`config.mk`:
```
export PLATFORM = sky130hd
export DESIGN_NAME = sha256_hash_engine_core_flat
export DESIGN_NICKNAME = d
export VERILOG_FILES = /design/src/rtl/sha256_pkg.sv /design/src/rtl/sha256_if.sv /design/src/rtl/sha256_round.sv /design/src/rtl/sha256_hash_engine_core.sv /design/src/flat_wrapper.sv
export SDC_FILE = /design/constraint.sdc
export NUM_CORES = 2
export LEC_CHECK = 0
export ABC_AREA = 1
export BUFFER_PORTS_ARGS = -buffer_cell sky130_fd_sc_hd__clkbuf_2
export CAP_MARGIN = 20
export CORE_ASPECT_RATIO = 1.75
export CORE_MARGIN = 5
export CORE_UTILIZATION = 54
export CTS_CLUSTER_SIZE = 20
export DETAILED_ROUTE_END_ITERATION = 10
export PLACE_DENSITY = 0.7
export SLEW_MARGIN = 20
export SYNTH_ARGS = -nofsm -noshare
export SYNTH_HDL_FRONTEND = slang
export SYNTH_SLANG_ARGS = --single-unit
```
`constraint.sdc`:
```
create_clock -name clock -period 51.1 [get_ports clock]
set_clock_uncertainty 0.05 [all_clocks]
set_input_delay 7.665 -clock clock [delete_from_list [all_inputs] [get_ports clock]]
set_output_delay 7.665 -clock clock [all_outputs]
set_load 0.02 [all_outputs]
```
`src/rtl/sha256_pkg.sv`:
```
// Package: SHA-256 round constants, initial hash values and shared types.
`timescale 1ns / 1ps
package sha256_pkg;

   localparam logic [31:0] K_TABLE [64] = '{
      32'h428a2f98, 32'h71374491, 32'hb5c0fbcf, 32'he9b5dba5,
      32'h3956c25b, 32'h59f111f1, 32'h923f82a4, 32'hab1c5ed5,
      32'hd807aa98, 32'h12835b01, 32'h243185be, 32'h550c7dc3,
      32'h72be5d74, 32'h80deb1fe, 32'h9bdc06a7, 32'hc19bf174,
      32'he49b69c1, 32'hefbe4786, 32'h0fc19dc6, 32'h240ca1cc,
      32'h2de92c6f, 32'h4a7484aa, 32'h5cb0a9dc, 32'h76f988da,
      32'h983e5152, 32'ha831c66d, 32'hb00327c8, 32'hbf597fc7,
      32'hc6e00bf3, 32'hd5a79147, 32'h06ca6351, 32'h14292967,
      32'h27b70a85, 32'h2e1b2138, 32'h4d2c6dfc, 32'h53380d13,
      32'h650a7354, 32'h766a0abb, 32'h81c2c92e, 32'h92722c85,
      32'ha2bfe8a1, 32'ha81a664b, 32'hc24b8b70, 32'hc76c51a3,
      32'hd192e819, 32'hd6990624, 32'hf40e3585, 32'h106aa070,
      32'h19a4c116, 32'h1e376c08, 32'h2748774c, 32'h34b0bcb5,
      32'h391c0cb3, 32'h4ed8aa4a, 32'h5b9cca4f, 32'h682e6ff3,
      32'h748f82ee, 32'h78a5636f, 32'h84c87814, 32'h8cc70208,
      32'h90befffa, 32'ha4506ceb, 32'hbef9a3f7, 32'hc67178f2
   };

   localparam logic [31:0] H_INIT [8] = '{
      32'h6a09e667, 32'hbb67ae85, 32'h3c6ef372, 32'ha54ff53a,
      32'h510e527f, 32'h9b05688c, 32'h1f83d9ab, 32'h5be0cd19
   };

   localparam logic [7:0] PAD_BYTE = 8'h80;

   localparam logic OP_ABSORB = 1'b0;
   localparam logic OP_FINISH = 1'b1;

   typedef logic [31:0] hash_word_type;

   typedef enum logic [2:0] {
      ST_IDLE,
      ST_FILL,
      ST_PAD,
      ST_ROUND,
      ST_ADD,
      ST_EMIT
   } state_type;

   typedef struct packed {
      logic start;
      logic busy;
   } rnd_ctl_type;

   function automatic hash_word_type rotr(hash_word_type x, int unsigned n);
      rotr = (x >> n) | (x << (32 - n));
   endfunction

endpackage

```
`src/rtl/sha256_if.sv`:
```
// Interfaces: request and response valid/ready channels.
`timescale 1ns / 1ps
interface sha256_req_if;
   logic       valid;
   logic       ready;
   logic       opcode;
   logic [7:0] data_byte;
   modport source (output valid, opcode, data_byte, input ready);
   modport sink (input valid, opcode, data_byte, output ready);
endinterface

interface sha256_rsp_if;
   logic        valid;
   logic        ready;
   logic [31:0] digest_word;
   logic [2:0]  word_index;
   logic        last_word;
   modport source (output valid, digest_word, word_index, last_word, input ready);
   modport sink (input valid, digest_word, word_index, last_word, output ready);
endinterface

```
`src/rtl/sha256_round.sv`:
```
// Round unit: one SHA-256 round per cycle while busy, with a rolling 16-word schedule.
`timescale 1ns / 1ps
module sha256_round
   import sha256_pkg::*;
(
   input  logic          clock,
   input  logic          reset,
   input  rnd_ctl_type   ctl,
   input  hash_word_type blk_words [16],
   input  hash_word_type h_in [8],
   output hash_word_type v_out [8],
   output logic          done
);

   hash_word_type w_ff [16];
   hash_word_type w_in [16];
   hash_word_type v_ff [8];
   hash_word_type v_in [8];
   logic [6:0]    cnt_ff;
   logic [6:0]    cnt_in;
   hash_word_type wt;
   hash_word_type wn;
   hash_word_type t1;
   hash_word_type t2;
   hash_word_type e;
   hash_word_type a;

   always_comb begin
      wt = w_ff[0];
      wn = (rotr(w_ff[14], 17) ^ rotr(w_ff[14], 19) ^ (w_ff[14] >> 10)) + w_ff[9]
         + (rotr(w_ff[1], 7) ^ rotr(w_ff[1], 18) ^ (w_ff[1] >> 3)) + w_ff[0];
      e = v_ff[4];
      a = v_ff[0];
      t1 = v_ff[7] + (rotr(e, 6) ^ rotr(e, 11) ^ rotr(e, 25)) + ((e & v_ff[5]) ^ (~e & v_ff[6]))
         + K_TABLE[cnt_ff[5:0]] + wt;
      t2 = (rotr(a, 2) ^ rotr(a, 13) ^ rotr(a, 22))
         + ((a & v_ff[1]) ^ (a & v_ff[2]) ^ (v_ff[1] & v_ff[2]));
      w_in = w_ff;
      v_in = v_ff;
      cnt_in = cnt_ff;
      if (ctl.start) begin
         w_in = blk_words;
         v_in = h_in;
         cnt_in = 7'd0;
      end else if (ctl.busy && !cnt_ff[6]) begin
         for (int i = 0; i < 15; i++) w_in[i] = w_ff[i + 1];
         w_in[15] = wn;
         v_in[7] = v_ff[6];
         v_in[6] = v_ff[5];
         v_in[5] = v_ff[4];
         v_in[4] = v_ff[3] + t1;
         v_in[3] = v_ff[2];
         v_in[2] = v_ff[1];
         v_in[1] = v_ff[0];
         v_in[0] = t1 + t2;
         cnt_in = cnt_ff + 7'd1;
      end
   end

   always_ff @(posedge clock) begin
      if (reset) begin
         cnt_ff <= 7'd64;
      end else begin
         cnt_ff <= cnt_in;
      end
      w_ff <= w_in;
      v_ff <= v_in;
   end

   assign v_out = v_ff;
   assign done = cnt_ff[6];

endmodule

```
`src/rtl/sha256_hash_engine_core.sv`:
```
// Top level: SHA-256 byte-stream hash engine with sequencer and block buffer.
// Absorb: one byte per cycle while idle; the 64th byte starts a block compression
// (start, 64 rounds in the shared round unit, a done check, the chaining add).
// Finish: pads the block with zeros and the bit length (one more block if fill >= 56),
// one compression per padded block, then eight digest beats, one per cycle while rsp is ready.
// Synchronous reset loads the initial hash values and a zero bit count.
`timescale 1ns / 1ps
module sha256_hash_engine_core
   import sha256_pkg::*;
(
   input  logic clock,
   input  logic reset,
   sha256_req_if.sink   req,
   sha256_rsp_if.source rsp
);

   state_type     state_ff, state_in;
   hash_word_type h_ff [8];
   hash_word_type h_in [8];
   logic [7:0]    buf_ff [64];
   logic [63:0]   cnt_ff, cnt_in;
   logic [5:0]    pos_ff, pos_in;
   logic          fin_ff, fin_in;
   logic          two_ff, two_in;
   logic [2:0]    idx_ff, idx_in;
   logic          shift_en;
   logic [7:0]    shift_byte;
   rnd_ctl_type   ctl;
   hash_word_type blk_words [16];
   hash_word_type v_out [8];
   logic          rnd_done;
   logic [5:0]    fill;
   logic [2:0]    len_sel;

   assign fill = cnt_ff[8:3];
   assign len_sel = ~pos_ff[2:0];

   // block buffer is a byte shift register: oldest byte at index 0
   always_comb begin
      for (int i = 0; i < 16; i++)
         blk_words[i] = {buf_ff[4*i], buf_ff[4*i+1], buf_ff[4*i+2], buf_ff[4*i+3]};
   end

   sha256_round u_round (
      .clock     (clock),
      .reset     (reset),
      .ctl       (ctl),
      .blk_words (blk_words),
      .h_in      (h_ff),
      .v_out     (v_out),
      .done      (rnd_done)
   );

   always_comb begin
      state_in = state_ff;
      h_in = h_ff;
      cnt_in = cnt_ff;
      pos_in = pos_ff;
      fin_in = fin_ff;
      two_in = two_ff;
      idx_in = idx_ff;
      shift_en = 1'b0;
      shift_byte = 8'h00;
      ctl = '0;
      req.ready = 1'b0;
      rsp.valid = 1'b0;
      case (state_ff)
         ST_IDLE: begin
            req.ready = 1'b1;
            if (req.valid) begin
               shift_en = 1'b1;
               if (req.opcode == OP_ABSORB) begin
                  shift_byte = req.data_byte;
                  cnt_in = cnt_ff + 64'd8;
                  fin_in = 1'b0;
                  if (fill == 6'd63) state_in = ST_PAD;
               end else begin
                  shift_byte = PAD_BYTE;
                  pos_in = fill + 6'd1;
                  fin_in = 1'b1;
                  two_in = (fill >= 6'd56);
                  state_in = (fill == 6'd63) ? ST_PAD : ST_FILL;
               end
            end
         end
         ST_FILL: begin
            shift_en = 1'b1;
            // length goes in the last 8 bytes of the final block, most significant first
            if (pos_ff >= 6'd56 && !two_ff) shift_byte = cnt_ff[{len_sel, 3'b000} +: 8];
            pos_in = pos_ff + 6'd1;
            if (pos_ff == 6'd63) state_in = ST_PAD;
         end
         ST_PAD: begin
            ctl.start = 1'b1;
            state_in = ST_ROUND;
         end
         ST_ROUND: begin
            ctl.busy = 1'b1;
            if (rnd_done) state_in = ST_ADD;
         end
         ST_ADD: begin
            for (int i = 0; i < 8; i++) h_in[i] = h_ff[i] + v_out[i];
            if (!fin_ff) begin
               state_in = ST_IDLE;
            end else if (two_ff) begin
               two_in = 1'b0;
               pos_in = 6'd0;
               state_in = ST_FILL;
            end else begin
               idx_in = 3'd0;
               state_in = ST_EMIT;
            end
         end
         ST_EMIT: begin
            rsp.valid = 1'b1;
            if (rsp.ready) begin
               idx_in = idx_ff + 3'd1;
               if (idx_ff == 3'd7) begin
                  h_in = H_INIT;
                  cnt_in = '0;
                  fin_in = 1'b0;
                  state_in = ST_IDLE;
               end
            end
         end
         default: state_in = ST_IDLE;
      endcase
   end

   assign rsp.digest_word = h_ff[idx_ff];
   assign rsp.word_index = idx_ff;
   assign rsp.last_word = (idx_ff == 3'd7);

   always_ff @(posedge clock) begin
      if (reset) begin
         state_ff <= ST_IDLE;
         h_ff <= H_INIT;
         cnt_ff <= '0;
         pos_ff <= '0;
         fin_ff <= 1'b0;
         two_ff <= 1'b0;
         idx_ff <= 3'd0;
      end else begin
         state_ff <= state_in;
         h_ff <= h_in;
         cnt_ff <= cnt_in;
         pos_ff <= pos_in;
         fin_ff <= fin_in;
         two_ff <= two_in;
         idx_ff <= idx_in;
      end
      if (shift_en) begin
         for (int i = 0; i < 63; i++) buf_ff[i] <= buf_ff[i + 1];
         buf_ff[63] <= shift_byte;
      end
   end

endmodule
```
`src/flat_wrapper.sv`:
```
// flat-port wrapper written by rule: the top's interface ports become plain ports
module sha256_hash_engine_core_flat import sha256_pkg::*;
  (clock, reset, req_valid, req_opcode, req_data_byte, req_ready, rsp_valid, rsp_digest_word, rsp_word_index, rsp_last_word, rsp_ready);
  sha256_req_if req_i ();
  sha256_rsp_if rsp_i ();
  input  logic clock;
  input  logic reset;
  input wire logic [$bits(req_i.valid)-1:0] req_valid;
  input wire logic [$bits(req_i.opcode)-1:0] req_opcode;
  input wire logic [$bits(req_i.data_byte)-1:0] req_data_byte;
  output wire logic [$bits(req_i.ready)-1:0] req_ready;
  output wire logic [$bits(rsp_i.valid)-1:0] rsp_valid;
  output wire logic [$bits(rsp_i.digest_word)-1:0] rsp_digest_word;
  output wire logic [$bits(rsp_i.word_index)-1:0] rsp_word_index;
  output wire logic [$bits(rsp_i.last_word)-1:0] rsp_last_word;
  input wire logic [$bits(rsp_i.ready)-1:0] rsp_ready;
  assign req_i.valid = req_valid;
  assign req_i.opcode = req_opcode;
  assign req_i.data_byte = req_data_byte;
  assign req_ready = req_i.ready;
  assign rsp_valid = rsp_i.valid;
  assign rsp_digest_word = rsp_i.digest_word;
  assign rsp_word_index = rsp_i.word_index;
  assign rsp_last_word = rsp_i.last_word;
  assign rsp_i.ready = rsp_ready;
  sha256_hash_engine_core u_core (.clock(clock), .reset(reset), .req(req_i), .rsp(rsp_i));
endmodule
```
==> metrics.md <==
| Metric | Value |
|---|---|
| Status | finished clean |
| Worst EP arrival | 3.95 ns |
| Post-Syn Nets | 12.1k |
| Largest net degree at the start of global routing | 216 |
| Initial Util | 54.2% |
| Critical path class | reg -> out |
| Final core occ | 58.5% |
| Max Clk Rate | 85.7 MHz |
| CP Launch Type | flip-flop |
| Sequential area share after synthesis | 46.9% |
| RSZ-0062 raised after global routing | false |
| Synth async-reset ratio | 0% |
| Worst Setup EP | rsp_digest_word[2] |
| Unique masters post-synth | 71 |
| CP Max Fanout | 43 |
| Crit path launch | u_core.rsp.word_index[1] |
| Clock Pin Slew Worst Setup and Hold Paths | 0.07 ns |
| Horizontal die dimension | 329 um |
| Routed Antenna Nets | 0 |
| Fin cells | 13.9k |
| Hold-fix buffers, CTS | 0 |
| Met3 usage | 8.42% |
| Hold Vio Cnt, Final | 0 |
| Final setup viols | 0 |
| Cells on worst reg2reg path | 32 |
| Pins Over Slew Limit | 0 |
| Critical Path RT | 43.38 ns |
| Layout Nets | 12.0k |
| Slew HR | 12.7% |
| Mean post-synth cell area | 8.40 um^2 |
| Post_cts resized | 0 |
| Most frequent cells in the layout | nand2_1 (3423), edfxtp_1 (1280), inv_1 (1236), a21oi_1 (957), o21ai_0 (883) |
| Tmin final | 11.66 ns |
| Chip height | 569 um |
| Cell area after synthesis | 0.0963 mm^2 |
| HP Start | u_core.buf_ff[1][84] |
| H-tree levels | 4 |
| Register-to-register setup slack | 41.11 ns |
| Antenna violations before repair | 12 |
| Register bit total from synthesis | 1618 |
| Hold WS | 0.383 ns |
| Detailed-route via count | 84.9k |
| Max Root-Sink Buffers | 4 |
| Setup TNS | 0 ns |
| Final worst path period share | 22.8% |
| Drc violations | 0 |
| Placer Congestion | 1.10 |
| Drt pass-1 iters | 9 |
| Num ports | 51 |
| GR met1 Demand/Resource | 42.3% |
| Grt peak-use layer | met2 |
| Met2 Use GR | 68.6% |
| Reg2reg start | u_core.u_round.cnt_ff[1] |
| Number of synthesized flops with an enable pin | 1280 |
| Avg WL per Cell | 28.5 um |
| Synth warn | 0 |
| Placed insts | 13.6k |
| Vias in the first global route | 83.0k |
| Global-route wire length before repair | 561000 um |
| Num rows | 205 |
| Clk root buf | clkbuf_16 |
| Layout area overhead | 7.99% |
| Detailed Route WL | 396000 um |
| Post-synthesis cell count | 11.5k |
| DP HPWL | 298000 um |
| Commonest non-fill, non-tap cell in the layout | nand2_1 |
| Total gr overflow | 0 |
| Starting DRT DRC Count | 10.2k |
| Core footprint | 0.178 mm^2 |
| Top_reg_cell synth | edfxtp_1 |
| Setup bufs post-CTS | 0 |
| CTS tree | done |
| All-Layer GR Usage | 41.2% |
| Max_cap viols | 0 |
| Worst slew pin tran | 1.30 ns |
| Vias per inst | 6.11 |
| HP Class | reg -> reg |
| TritonCTS Buffers | 160 |
| Worst skew pair latency | 0.85 ns |
| Port bufs | 50 |
| RR Endpoint | u_core.u_round.a[31] |
| Crit path capture type | output port |
| DIE AREA | 0.187 mm^2 |
| # clock sinks | 1618 |
| Layout cells sized above 1 | 4.38% |
[worst min-delay path by stage]
stage               slack (ns)  cells after the start                    end
floorplan                 0.38                      0    u_core.buf_ff[0][0]
global placement          0.38                      0  u_core.buf_ff[1][181]
detailed placement        0.38                      0  u_core.buf_ff[1][203]
CTS                       0.38                      0    u_core.buf_ff[1][5]
global route              0.39                      0   u_core.buf_ff[1][76]
finish                    0.38                      0   u_core.buf_ff[1][76]
[logic make-up after synthesis]
group | after synthesis | share of synthesized area [%]
buffers and inverters | 1675 | 6.63
AND/OR/NAND/NOR | 4854 | 20.3
AO/OA/AOI/OAI | 2310 | 13.1
adder cells (fa/ha/maj) | 600 | 9.31
flip-flops | 1618 | 46.9
multiplexers | 2 | 0.0208
XOR/XNOR | 414 | 3.76
[flip-flops by register name, summed over array words and instances, names as in the netlist]
signal / flops
u_core.u_round.w_ff: 480
u_core.u_round.v_out: 192
u_core.state_ff: 3
u_core.u_round.a: 32
u_core.h_ff: 256
u_core.u_round.wt: 32
u_core.cnt_ff: 61
u_core.two_ff: 1
u_core.u_round.e: 32
u_core.u_round.cnt_ff: 7
u_core.pos_ff: 6
u_core.buf_ff: 512
u_core.fin_ff: 1
u_core.rsp.word_index: 3
[cell usage after synthesis, types with 5 or more instances]
library cell / n / area, um^2
nor4_1: 27 / 169
a221oi_1: 19 / 166
nor3_1: 122 / 611
o22ai_1: 22 / 138
o21a_1: 22 / 165
ha_1: 404 / 5050
buf_1: 37 / 139
o21bai_1: 74 / 556
a32o_1: 7 / 70.1
inv_2: 11 / 41.3
nand4_1: 95 / 594
a21oi_1: 957 / 4790
nand3_1: 391 / 1960
clkinv_1: 5 / 18.8
nand3b_1: 30 / 225
o21ai_1: 30 / 150
a311oi_1: 6 / 52.6
nor2_2: 5 / 31.3
dfxtp_1: 338 / 6770
nor2_1: 693 / 2600
a21boi_0: 29 / 218
o21ai_0: 902 / 4510
buf_2: 75 / 375
xor2_1: 247 / 2160
o211ai_1: 50 / 375
edfxtp_1: 1280 / 38400
nand2_1: 3425 / 12900
or2_2: 42 / 263
a211oi_1: 19 / 143
xnor2_1: 167 / 1460
a21o_1: 41 / 308
o221ai_1: 17 / 149
inv_1: 1238 / 4650
a31oi_1: 71 / 444
clkbuf_1: 308 / 1160
fa_1: 195 / 3900
o31ai_1: 9 / 67.6
nor3_2: 5 / 50.1
[routing by layer]
| layer | up-vias | part of all wire [%] |
|---|---|---|
| li1 | 38100 | - |
| met1 | 40500 | 32 |
| met2 | 4608 | 47 |
| met3 | 1654 | 8.0 |
| met4 | 4 | 13 |
| met5 | - | 0.0056 |
[layout make-up]
class                   count  area, um^2
flip-flops and latches   1618       45200
well taps                2380        2980
fillers                 15700       73700
inverters                1254        4720
clock inverters            95         798
clock buffers             190        4230
diodes                     10        25.0
multi-input cells        8180       44900
repair buffers            160        1170
[stage by stage]
step	setup slack (ns)	area (um^2)
CTS	39.62	104000
global route	39.55	104000
detailed placement	39.06	98900
global placement	39.24	98900
floorplan	5.71	96300
finish	39.44	104000
[worst max-delay path: stages (launching register included)]
cell      delay [ns]
dfxtp_2         0.31
buf_4           0.43
inv_2           0.34
buf_4           0.43
a21oi_1         0.20
o21ai_0         0.11
nand2_1         0.12
nor2_1          0.06
a31oi_1         0.71
clkbuf_2        0.31
Power is not shown: default switching activity piles up to over one toggle a cycle in this logic, so the estimate is an artifact.
